`config.mk`:
```
export PLATFORM = sky130hd
export DESIGN_NAME = utf8_validate_and_repair_unit
export DESIGN_NICKNAME = d
export VERILOG_FILES = /design/src/hw/rtl/u8vr_pkg.sv /design/src/hw/rtl/u8vr_front.sv /design/src/hw/rtl/u8vr_queue.sv /design/src/hw/rtl/u8vr_back.sv /design/src/hw/rtl/utf8_validate_and_repair_unit.sv
export SDC_FILE = /design/constraint.sdc
export NUM_CORES = 1
export LEC_CHECK = 0
export BUFFER_PORTS_ARGS = -buffer_cell sky130_fd_sc_hd__buf_2
export CAP_MARGIN = 5
export CORE_MARGIN = 3
export CORE_UTILIZATION = 25
export DETAILED_ROUTE_END_ITERATION = 12
export HOLD_SLACK_MARGIN = 0.15
export MAX_ROUTING_LAYER = met4
export PLACE_DENSITY_LB_ADDON = 0.2
export SETUP_SLACK_MARGIN = 0.4
export SLEW_MARGIN = 20
export SYNTH_ARGS = -nofsm -noshare
export SYNTH_HDL_FRONTEND = slang
export SYNTH_HIERARCHICAL = 1
export SYNTH_SLANG_ARGS = --single-unit
```
`constraint.sdc`:
```
create_clock -name clk_i -period 10.8 [get_ports clk_i]
set_input_delay 2.16 -clock clk_i [delete_from_list [all_inputs] [get_ports clk_i]]
set_output_delay 2.16 -clock clk_i [all_outputs]
set_load 0.05 [all_outputs]
```
`src/hw/rtl/u8vr_pkg.sv`:
```
// ----------------------------------------------------------------------------
// u8vr_pkg: shared types and constants
// Byte classes, queue entry layout and result helper for the UTF-8 repair unit.
// ----------------------------------------------------------------------------
package u8vr_pkg;

  localparam logic [7:0] AsciiMax    = 8'h7F;
  localparam logic [7:0] ContMin     = 8'h80;
  localparam logic [7:0] ContMax     = 8'hBF;
  localparam logic [7:0] BadLeadMax  = 8'hC1;
  localparam logic [7:0] Lead2Max    = 8'hDF;
  localparam logic [7:0] Lead3Max    = 8'hEF;
  localparam logic [7:0] Lead4Max    = 8'hF4;
  localparam logic [7:0] BadLeadMin  = 8'hF5;
  localparam logic [7:0] ReplByte    = 8'h3F;

  localparam int unsigned HeldDepth  = 3;
  localparam int unsigned MaxResults = 4;
  localparam int unsigned QueueDepth = 2;

  typedef struct packed {
    logic [7:0] data;
    logic       bad;
    logic       inv;
  } ent_t;

  // one group of results caused by one input byte; last_idx = count - 1
  typedef struct packed {
    logic [1:0]                  last_idx;
    ent_t [MaxResults-1:0]       ent;
  } grp_t;

  function automatic ent_t mk_ent(logic [7:0] b, logic bad, logic repl, logic inv);
    ent_t e;
    e.data = (bad && repl) ? ReplByte : b;
    e.bad  = bad;
    e.inv  = inv;
    return e;
  endfunction

endpackage

```
`src/hw/rtl/u8vr_front.sv`:
```
// ----------------------------------------------------------------------------
// u8vr_front: byte classifier and sequence tracker
// Accepts one byte per beat while the queue has room, tracks the pending
// sequence and builds the group of results that the byte causes.
// ----------------------------------------------------------------------------
module u8vr_front (
  input  logic               clk_i,
  input  logic               rst_ni,
  input  logic               cfg_valid_i,
  input  logic               cfg_data_i,
  input  logic               in_valid_i,
  input  logic [7:0]         in_byte_i,
  input  logic               in_last_i,
  input  logic               q_full_i,
  output logic               in_ready_o,
  output logic               q_push_o,
  output u8vr_pkg::grp_t     q_grp_o
);
  import u8vr_pkg::*;

  logic                              replace_q;
  logic [HeldDepth-1:0][7:0]         hb_q, hb_d;
  logic [1:0]                        hc_q, hc_d;
  logic [1:0]                        nc_q, nc_d;
  logic                              err_q, err_d;

  logic       accept;
  logic       is_cont, bad_lead;
  logic [1:0] lead_need;
  logic       flush_a, good_a, b_emit, b_bad, fresh;
  logic [2:0] cnt;
  grp_t       grp;

  assign in_ready_o = !q_full_i;
  assign accept     = in_valid_i && !q_full_i;

  assign is_cont   = (in_byte_i >= ContMin) && (in_byte_i <= ContMax);
  assign bad_lead  = ((in_byte_i >= ContMin) && (in_byte_i <= BadLeadMax)) ||
                     (in_byte_i >= BadLeadMin);
  assign lead_need = (in_byte_i <= Lead2Max) ? 2'd1 :
                     (in_byte_i <= Lead3Max) ? 2'd2 : 2'd3;

  always_comb begin
    hb_d    = hb_q;
    hc_d    = hc_q;
    nc_d    = nc_q;
    err_d   = err_q;
    flush_a = 1'b0;
    good_a  = 1'b0;
    b_emit  = 1'b0;
    b_bad   = 1'b0;
    fresh   = 1'b0;
    cnt     = '0;
    grp     = '0;

    if (hc_q != 2'd0) begin
      if (is_cont) begin
        if (nc_q <= 2'd1) begin
          good_a = 1'b1;
          b_emit = 1'b1;
          hc_d   = 2'd0;
          nc_d   = 2'd0;
        end else begin
          if (hc_q != 2'd3) begin
            hb_d[hc_q] = in_byte_i;
          end
          hc_d = hc_q + 2'd1;
          nc_d = nc_q - 2'd1;
        end
      end else begin
        flush_a = 1'b1;
        fresh   = 1'b1;
        hc_d    = 2'd0;
        nc_d    = 2'd0;
      end
    end else begin
      fresh = 1'b1;
    end

    if (fresh) begin
      if (in_byte_i <= AsciiMax) begin
        b_emit = 1'b1;
      end else if (bad_lead) begin
        b_emit = 1'b1;
        b_bad  = 1'b1;
      end else begin
        // Lead4Max is the top of the lead range left after the bad-lead test
        hb_d[0] = in_byte_i;
        hc_d    = 2'd1;
        nc_d    = (in_byte_i <= Lead4Max) ? lead_need : 2'd3;
      end
    end

    for (int i = 0; i < HeldDepth; i++) begin
      if ((flush_a || good_a) && (2'(i) < hc_q)) begin
        err_d = err_d | flush_a;
        if (cnt != 3'(MaxResults)) begin
          grp.ent[cnt[1:0]] = mk_ent(hb_q[i], flush_a, replace_q, err_d);
        end
        cnt = cnt + 3'd1;
      end
    end

    if (b_emit) begin
      err_d = err_d | b_bad;
      if (cnt != 3'(MaxResults)) begin
        grp.ent[cnt[1:0]] = mk_ent(in_byte_i, b_bad, replace_q, err_d);
      end
      cnt = cnt + 3'd1;
    end

    if (in_last_i) begin
      for (int i = 0; i < HeldDepth; i++) begin
        if (2'(i) < hc_d) begin
          err_d = 1'b1;
          if (cnt != 3'(MaxResults)) begin
            grp.ent[cnt[1:0]] = mk_ent(hb_d[i], 1'b1, replace_q, err_d);
          end
          cnt = cnt + 3'd1;
        end
      end
    end

    grp.last_idx = 2'(cnt - 3'd1);
  end

  assign q_push_o = accept && (cnt != 3'd0);
  assign q_grp_o  = grp;

  always_ff @(posedge clk_i or negedge rst_ni) begin
    if (!rst_ni) begin
      replace_q <= 1'b1;
      hc_q      <= 2'd0;
      nc_q      <= 2'd0;
      err_q     <= 1'b0;
    end else begin
      if (cfg_valid_i) begin
        replace_q <= cfg_data_i;
      end
      if (accept) begin
        if (in_last_i) begin
          hc_q  <= 2'd0;
          nc_q  <= 2'd0;
          err_q <= 1'b0;
        end else begin
          hc_q  <= hc_d;
          nc_q  <= nc_d;
          err_q <= err_d;
        end
      end
    end
  end

  always_ff @(posedge clk_i) begin
    if (accept) begin
      hb_q <= hb_d;
    end
  end

endmodule

```
`src/hw/rtl/u8vr_queue.sv`:
```
// ----------------------------------------------------------------------------
// u8vr_queue: result group queue
// Two-entry queue of result groups between the classifier and the emitter.
// ----------------------------------------------------------------------------
module u8vr_queue (
  input  logic               clk_i,
  input  logic               rst_ni,
  input  logic               push_i,
  input  u8vr_pkg::grp_t     grp_i,
  input  logic               pop_i,
  output logic               full_o,
  output logic               valid_o,
  output u8vr_pkg::grp_t     grp_o
);
  import u8vr_pkg::*;

  localparam int unsigned PtrW = $clog2(QueueDepth);

  grp_t            mem_q [QueueDepth];
  logic [PtrW-1:0] wr_q, rd_q;
  logic [PtrW:0]   cnt_q;

  assign full_o  = (cnt_q == (PtrW+1)'(QueueDepth));
  assign valid_o = (cnt_q != '0);
  assign grp_o   = mem_q[rd_q];

  always_ff @(posedge clk_i or negedge rst_ni) begin
    if (!rst_ni) begin
      wr_q  <= '0;
      rd_q  <= '0;
      cnt_q <= '0;
    end else begin
      if (push_i) begin
        wr_q <= wr_q + 1'b1;
      end
      if (pop_i) begin
        rd_q <= rd_q + 1'b1;
      end
      unique case ({push_i, pop_i})
        2'b10:   cnt_q <= cnt_q + 1'b1;
        2'b01:   cnt_q <= cnt_q - 1'b1;
        default: cnt_q <= cnt_q;
      endcase
    end
  end

  always_ff @(posedge clk_i) begin
    if (push_i) begin
      mem_q[wr_q] <= grp_i;
    end
  end

endmodule

```
`src/hw/rtl/u8vr_back.sv`:
```
// ----------------------------------------------------------------------------
// u8vr_back: result emitter
// Walks the head group one result per unstalled beat into the output register.
// ----------------------------------------------------------------------------
module u8vr_back (
  input  logic               clk_i,
  input  logic               rst_ni,
  input  logic               q_valid_i,
  input  u8vr_pkg::grp_t     q_grp_i,
  output logic               q_pop_o,
  output logic               m_valid_o,
  input  logic               m_ready_i,
  output logic [7:0]         m_data_o,
  output logic [1:0]         m_user_o,
  output logic               m_last_o
);
  import u8vr_pkg::*;

  logic [1:0] idx_q;
  logic       vld_q;
  ent_t       ent_q;
  logic       last_q;
  logic       load, at_end;

  assign load    = q_valid_i && (!vld_q || m_ready_i);
  assign at_end  = (idx_q == q_grp_i.last_idx);
  assign q_pop_o = load && at_end;

  always_ff @(posedge clk_i or negedge rst_ni) begin
    if (!rst_ni) begin
      idx_q <= 2'd0;
      vld_q <= 1'b0;
    end else begin
      if (load) begin
        vld_q <= 1'b1;
        idx_q <= at_end ? 2'd0 : idx_q + 2'd1;
      end else if (m_ready_i) begin
        vld_q <= 1'b0;
      end
    end
  end

  always_ff @(posedge clk_i) begin
    if (load) begin
      ent_q  <= q_grp_i.ent[idx_q];
      last_q <= at_end;
    end
  end

  assign m_valid_o = vld_q;
  assign m_data_o  = ent_q.data;
  assign m_user_o  = {ent_q.inv, ent_q.bad};
  assign m_last_o  = last_q;

endmodule

```
`src/hw/rtl/utf8_validate_and_repair_unit.sv`:
```
// ----------------------------------------------------------------------------
// utf8_validate_and_repair_unit: streaming UTF-8 validator and repairer
// One input byte per beat while the queue has room; results are the bytes of
// complete sequences unchanged and the bytes of broken sequences marked bad
// (optionally '?').
// A byte is accepted every cycle while the two-entry group queue has room.
// Each byte yields zero to four result beats, which leave one per cycle from
// the output register unless m_axis_tready stalls it; plain ASCII runs at one
// byte per cycle when the output is not stalled, each byte passing through a
// queue entry and the output register. The replace_enable register (reset 1)
// must be written through the cfg port only while the unit is idle; the unit
// itself does not enforce this. tlast on the input ends a stream: pending
// bytes are flushed as bad and the sticky invalid flag clears for the next stream.
module utf8_validate_and_repair_unit (
  input  logic       clk_i,
  input  logic       rst_ni,
  input  logic       cfg_valid_i,
  output logic       cfg_ready_o,
  input  logic       cfg_data_i,      // replace_enable
  input  logic       s_axis_tvalid,
  output logic       s_axis_tready,
  input  logic [7:0] s_axis_tdata,    // [7:0] in_byte
  input  logic       s_axis_tlast,
  output logic       m_axis_tvalid,
  input  logic       m_axis_tready,
  output logic [7:0] m_axis_tdata,    // [7:0] out_byte
  output logic [1:0] m_axis_tuser,    // [0] out_bad, [1] stream_invalid
  output logic       m_axis_tlast
);
  import u8vr_pkg::*;

  logic q_full, q_push, q_valid, q_pop;
  grp_t grp_in, grp_head;

  assign cfg_ready_o = 1'b1;

  u8vr_front u_front (
    .clk_i       (clk_i),
    .rst_ni      (rst_ni),
    .cfg_valid_i (cfg_valid_i),
    .cfg_data_i  (cfg_data_i),
    .in_valid_i  (s_axis_tvalid),
    .in_byte_i   (s_axis_tdata),
    .in_last_i   (s_axis_tlast),
    .q_full_i    (q_full),
    .in_ready_o  (s_axis_tready),
    .q_push_o    (q_push),
    .q_grp_o     (grp_in)
  );

  u8vr_queue u_queue (
    .clk_i   (clk_i),
    .rst_ni  (rst_ni),
    .push_i  (q_push),
    .grp_i   (grp_in),
    .pop_i   (q_pop),
    .full_o  (q_full),
    .valid_o (q_valid),
    .grp_o   (grp_head)
  );

  u8vr_back u_back (
    .clk_i     (clk_i),
    .rst_ni    (rst_ni),
    .q_valid_i (q_valid),
    .q_grp_i   (grp_head),
    .q_pop_o   (q_pop),
    .m_valid_o (m_axis_tvalid),
    .m_ready_i (m_axis_tready),
    .m_data_o  (m_axis_tdata),
    .m_user_o  (m_axis_tuser),
    .m_last_o  (m_axis_tlast)
  );

endmodule

```
Word level (Yosys, flattened, before mapping). Memory sizes are Yosys's and may differ from the RTL's. Index checks and enable logic that the tools add are counted.

$add $sub $neg: 14. Order comparisons: 30. Equality and inequality tests: 11. Mux-type cells: 103. Bitwise gates (word level): 4. Reductions and logical operators: 28.

Operators by type and width (count): $mux 40 (15); $bwmux 40 (6); $demux 10 s2 (6); $mux 24 (4); $mux 8 (11); $mux 10 (8); $le 8x8->1 const B (5); $mux 2 (17); $mux 3 (9); $bwmux 24 (1); $mux 1 (23); $lt 2x3->1 const B (7); $bmux 10 s2 (1); $logic_and 1x1->1 (18); $demux 8 s2 (1); $ge 8x8->1 const B (2); $add 3x1->3 const B (5); $ne 3x3->1 const B (5); $ge 2x1->1 const B (6); $le 8x7->1 const B (1); $lt 1x2->1 const A (4); $reduce_bool 2->1 (4); $add 2x1->2 const B (3); $sub 2x1->2 const B (3); 16 further kinds (25).

Register bits: 48. Bits in writable memories: 84. Output and inout bits: 14. Word-level logic and storage cells: 207. Memories kept: 1.

Memory list: u_queue.mem_q (words 2, bits a word 42, read ports 1, clocked after memory_dff 0, wr ports 1, line u8vr_queue.sv:19) `grp_t mem_q [QueueDepth];`.

Longest topological paths before layout.
Depth after elaboration: 32. Mapped depth: 30. Depth with buffers taken out: 25.

By module. Netlist, hierarchy kept.

By module, submodules not included: u8vr_front (times used 1, cells an instance 627, area an instance 4645.7 um^2, seq. area each 872.1 um^2); u8vr_queue (times used 1, cells an instance 147, area an instance 3419.5 um^2, seq. area each 2622.5 um^2); u8vr_back (times used 1, cells an instance 41, area an instance 752.0 um^2, seq. area each 405.4 um^2); utf8_validate_and_repair_unit (times used 1, cells an instance 2, area an instance 11.3 um^2, seq. area each 0.0 um^2).

Least setup slack after synthesis. Ideal clock, no wire load.

Path kind: in2reg. Start point: input port s_axis_tdata[6]. End point: memory u_queue/mem_q[0][0] (netlist name), enable pin. Data arrival time: 8.768 ns. Data required time: 10.359 ns. Setup slack: 1.590 ns. Stages: 24. Cells stage by stage: buf_2 -> and3b_1 -> nor2_1 -> clkbuf_1 -> nand2_1 -> clkbuf_1 -> ha_1 -> a2111oi_4 -> ha_1 -> nor2b_1 -> a21boi_4 -> a21oi_2 -> nor3_1 -> nor2_1 -> ha_1 -> mux2_2 -> ha_1 -> and2_1 -> xnor2_1 -> nor2b_1 -> xnor2_1 -> a21oi_1 -> inv_1 -> nor2_1.

Word-level cells in the longest chain between the ends: 26. Elaborated cells between the ends (all ways): 48. Classes of those cells: add/sub: 6; order compare: 8; mux: 25; reduce/logical: 9.

RTL lines: start, declared (line utf8_validate_and_repair_unit.sv:22) `input logic [7:0] s_axis_tdata,`; $ge 8x8->1 or $le 8x8->1 (tied branches) (line u8vr_front.sv:37, u8vr_front.sv:38); $logic_and 1x1->1 (line u8vr_front.sv:37) `assign is_cont = (in_byte_i >= ContMin) && (in_byte_i <= ContMax);`; $mux 1 (line u8vr_front.sv:57) `if (is_cont) begin`; $mux 1 (line u8vr_front.sv:56) `if (hc_q != 2'd0) begin`; $logic_or 1x1->1 (line u8vr_front.sv:95) `if ((flush_a || good_a) && (2'(i) < hc_q)) begin`; $logic_and 1x1->1 (line u8vr_front.sv:95); $mux 1 (line u8vr_front.sv:95); $add 1x1->2 (line u8vr_front.sv:100) `cnt = cnt + 3'd1;`; (+11 left out); $add 3x1->3 (line u8vr_front.sv:119) `cnt = cnt + 3'd1;`; $mux 3 (line u8vr_front.sv:114) `if (2'(i) < hc_d) begin`; $mux 3 (*) (line u8vr_front.sv:112) `if (in_last_i) begin`; $reduce_bool 3->1 (*) (line u8vr_front.sv:127) `assign q_push_o = accept && (cnt != 3'd0);`; $logic_and 1x1->1 (*) (line u8vr_front.sv:127); via q_push (line utf8_validate_and_repair_unit.sv:32) `logic q_full, q_push, q_valid, q_pop;`; $mux 1 (*) (line u8vr_queue.sv:48) `if (push_i) begin`; $mux 1 (not written as such) (*) (line u8vr_queue.sv:49) `mem_q[wr_q] <= grp_i;`; end, declared (line u8vr_queue.sv:19).

Mark *: on every way through the listed nets, which the timed path passes. The rest lies on a longest branch. The select of a mux whose other input is x is not followed.

Worst setup path in the final report.
Start point: input port s_axis_tdata[6]. End point: memory u_queue/mem_q[0][4] (netlist name), enable pin.

Same word-level chain as after synthesis.

==> impl_metrics.ini <==
[status]
status = finished, final reports clean

[routing]
dr_total_vias = 6801
viasPerCell = 5.24
final_antenna_net_count = 0
drtIter0Drc = 804
drc_errors = 0
drtPass1Iterations = 7
routedWlPerCell_um = 21.4
routed_wl_um = 27700

[global_route]
grt_max_degree = 49
grt_first_pass_wirelength_um = 42000
track_usage_pct = 15.1
grt_overflow_total = 0
antenna_found_initial = 0
first_global_vias = 6490

[setup_path]
endpoint = u_queue/mem_q[0][4]
setup.worst_path.end_class = register
crit_fanout = 42
setup.worst_path.start = s_axis_tdata[6]
reg2reg_setup_slack_ps = 2880
timing_worst_setup_path_type = primary input to register
ff2ff_path_depth = 23
r2r_end = u_queue/mem_q[0][4]
startpoint_type = primary input
rr_startpoint = u_front/hc_q[1]
required_ps = 10860
cp.arrival_ps = 8760

[pwr]
intPower_uw = 1490
clock_power_share_pct = 24.8
irDropWorstVdd_uv = 112
powerDensity_nw_per_um2 = 241
cellLeakagePower_uw = 0.00362
p_sw_uw = 909
p_seq_share_pct = 35.4
power_frac_comb_pct = 39.8
netSwitchingFraction_pct = 38.0

[flow_run]
maxCapViolCount = 0

[finish]
final_nets = 869
n_antenna_cell = 0
area_growth_pct = 12.5
drive_above_1_share_pct = 20.6
utilization_pct = 28.6
fin_area_um2 = 9940

[logic_synthesis]
async_flop_share_pct = 9.85
ys_ff_latch = 132
ys_warn_count = 6
synthesis.area_um2 = 8830
synth_top_flop_cell = edfxtp_1
syn_inst = 817
synth-seq-area-share_pct = 44.2
synth_edf_count = 119
avgSynthCellArea_um2 = 10.8
synth_nets = 856
synth.distinct_cells = 92

[sta]
finalClockSkew_ps = 12.0
tightest_slew_ps = 1030
max_freq_ghz = 0.115
setup_viol = 0
period_minus_slack_ps = 8700
finalHoldViolCount = 0
timing.final.crit_share_pct = 80.6
drv_slew = 0
fin_setup_tns_ps = 0
relSlewSlack_pct = 30.7
rsz0062_at_grt = false

[place]
portBuffers = 27
gp_congestion = 0.895
place_area_um2 = 9340
dp_hpwl_um = 20500

[die]
coreArea_um2 = 34700
num_rows = 68
io_pins = 29
initial_core_util_pct = 25.4
fp.dieH_um = 194
die_w_um = 194
dieArea_um2 = 37600

[clocking]
htree_levels = 4
cts.clk_slew.worst_paths_ps = 60
hold_buffers = 0
cts_tree = done
insertion_delay_ps = 430
post_cts_buffers = 0
clock_path_buffers = 2
numCtsBuffers = 17
cts_root_buf = clkbuf_16
ctsResizeCount = 0
cts_sinks = 132

[hold_path]
hp-class = register to register
## cells by family after synthesis
kind of cell	synth area share (%)
fa+ha+maj	3.40
xor+xnor	1.37
compound gates	18.2
buf+inv	4.17
other cells	0.0425
flops	44.2
simple gates	13.9
mux	14.8
## flip-flops by register name (all words and copies together) (netlist names)
register           flops
u_queue/wr_q           1
u_back/m_valid_o       1
u_queue/rd_q           1
u_queue/mem_q         84
u_queue/cnt_q          2
u_front/nc_q           2
u_back/m_user_o        2
u_back/m_last_o        1
u_front/hb_q          24
u_back/m_data_o        8
u_front/hc_q           2
u_back/idx_q           2
u_front/replace_q      1
u_front/err_q          1
## power groups by stage
stage	sequential [uW]	clock [uW]	combinational, uW
floorplan	907	0	682
global placement	860	0	953
detailed placement	861	0	949
CTS	852	612	953
global route	865	633	1030
finish	848	595	953
## worst min path at each step
stage	slack, ps	depth (start not counted)	from	endpoint
6_report	480	1	u_queue/cnt_q[1]	u_queue/cnt_q[1]
2_1_floorplan	450	1	u_queue/cnt_q[1]	u_queue/cnt_q[1]
3_3_place_gp	470	1	u_queue/cnt_q[1]	u_queue/cnt_q[1]
5_1_grt	500	1	u_queue/cnt_q[1]	u_queue/cnt_q[1]
3_5_place_dp	470	1	u_queue/cnt_q[1]	u_queue/cnt_q[1]
4_1_cts	480	1	u_queue/cnt_q[1]	u_queue/cnt_q[1]
## critical path, cell delays in order
cell	delay, ps
buf_2	160
and3b_1	280
nor2_1	660
nand2_1	430
ha_1	360
a2111oi_4	670
ha_1	350
nor2b_1	160
a21boi_4	160
a21oi_2	410
nor3_1	180
nor2_1	320
ha_1	290
mux2_2	320
ha_1	270
and2_1	220
xnor2_1	140
nor2b_1	130
xnor2_1	80
a21oi_1	270
inv_1	140
nor2_4	90
buf_4	470
## cells in the final DEF (no fill, tap or decap), types with 21 or more instances in the layout
cell	synthesis	layout
edfxtp_1	119	119
nor2_1	80	79
nand2_1	70	70
o21ai_0	55	55
mux2_4	39	39
a21oi_1	32	32
mux2_2	29	29
buf_2	8	27
inv_1	25	24
ha_1	24	24
nand3_1	21	21
## cell type report
type                       instances  area [um2]
clock buffer                      18         429
clock inverter                    14         161
fill                            3630       24800
inverter                          27         101
multi-input combinational        616        4570
sequential                       132        3900
tap                              455         569
timing repair buffer              36         203
## synth_stat cells (6+ instances only)
library cell	count	area share [%]
edfxtp_1	119	40
nor2_1	80	3.4
nand2_1	70	3.0
o21ai_0	55	3.1
mux2_4	39	6.6
a21oi_1	32	1.8
mux2_2	29	3.7
inv_1	25	1.1
clkbuf_1	24	1.0
ha_1	24	3.4
nand3_1	21	1.2
a31oi_1	20	1.4
nor3_1	20	1.1
o211ai_1	17	1.4
mux2i_1	16	1.8
nand2b_1	16	1.1
dfrtp_1	12	3.4
a211oi_1	11	0.94
o22ai_1	11	0.78
and2_1	10	0.71
nand4_1	9	0.64
buf_2	8	0.45
mux4_2	7	1.8
o21a_1	7	0.60
xnor2_1	7	0.69
o2111ai_1	6	0.60
o31ai_1	6	0.51
## routing by layer
layer / wire (um) / vias to the layer above / share of wire [%] / GRT usage [%]
li1: - / 3143 / - / -
met1: 13200 / 3296 / 48 / 21.6
met2: 12100 / 313 / 44 / 21.9
met3: 1690 / 49 / 6.1 / 2.33
met4: 733 / 0 / 2.6 / 4.68
met5: 0 / - / 0 / -
## stage by stage
step           hold WS, ps  total power [uW]  worst slack (ps)  std cells
2_1_floorplan          447              1590              1590        817
3_3_place_gp           469              1810              1670       1266
3_5_place_dp           470              1810              1530       1266
4_1_cts                481              2420              1950       1298
5_1_grt                502              2530              1550       1298
6_report               476              2400              2100       1298
Note: power is estimated with default switching activity, not from simulation.
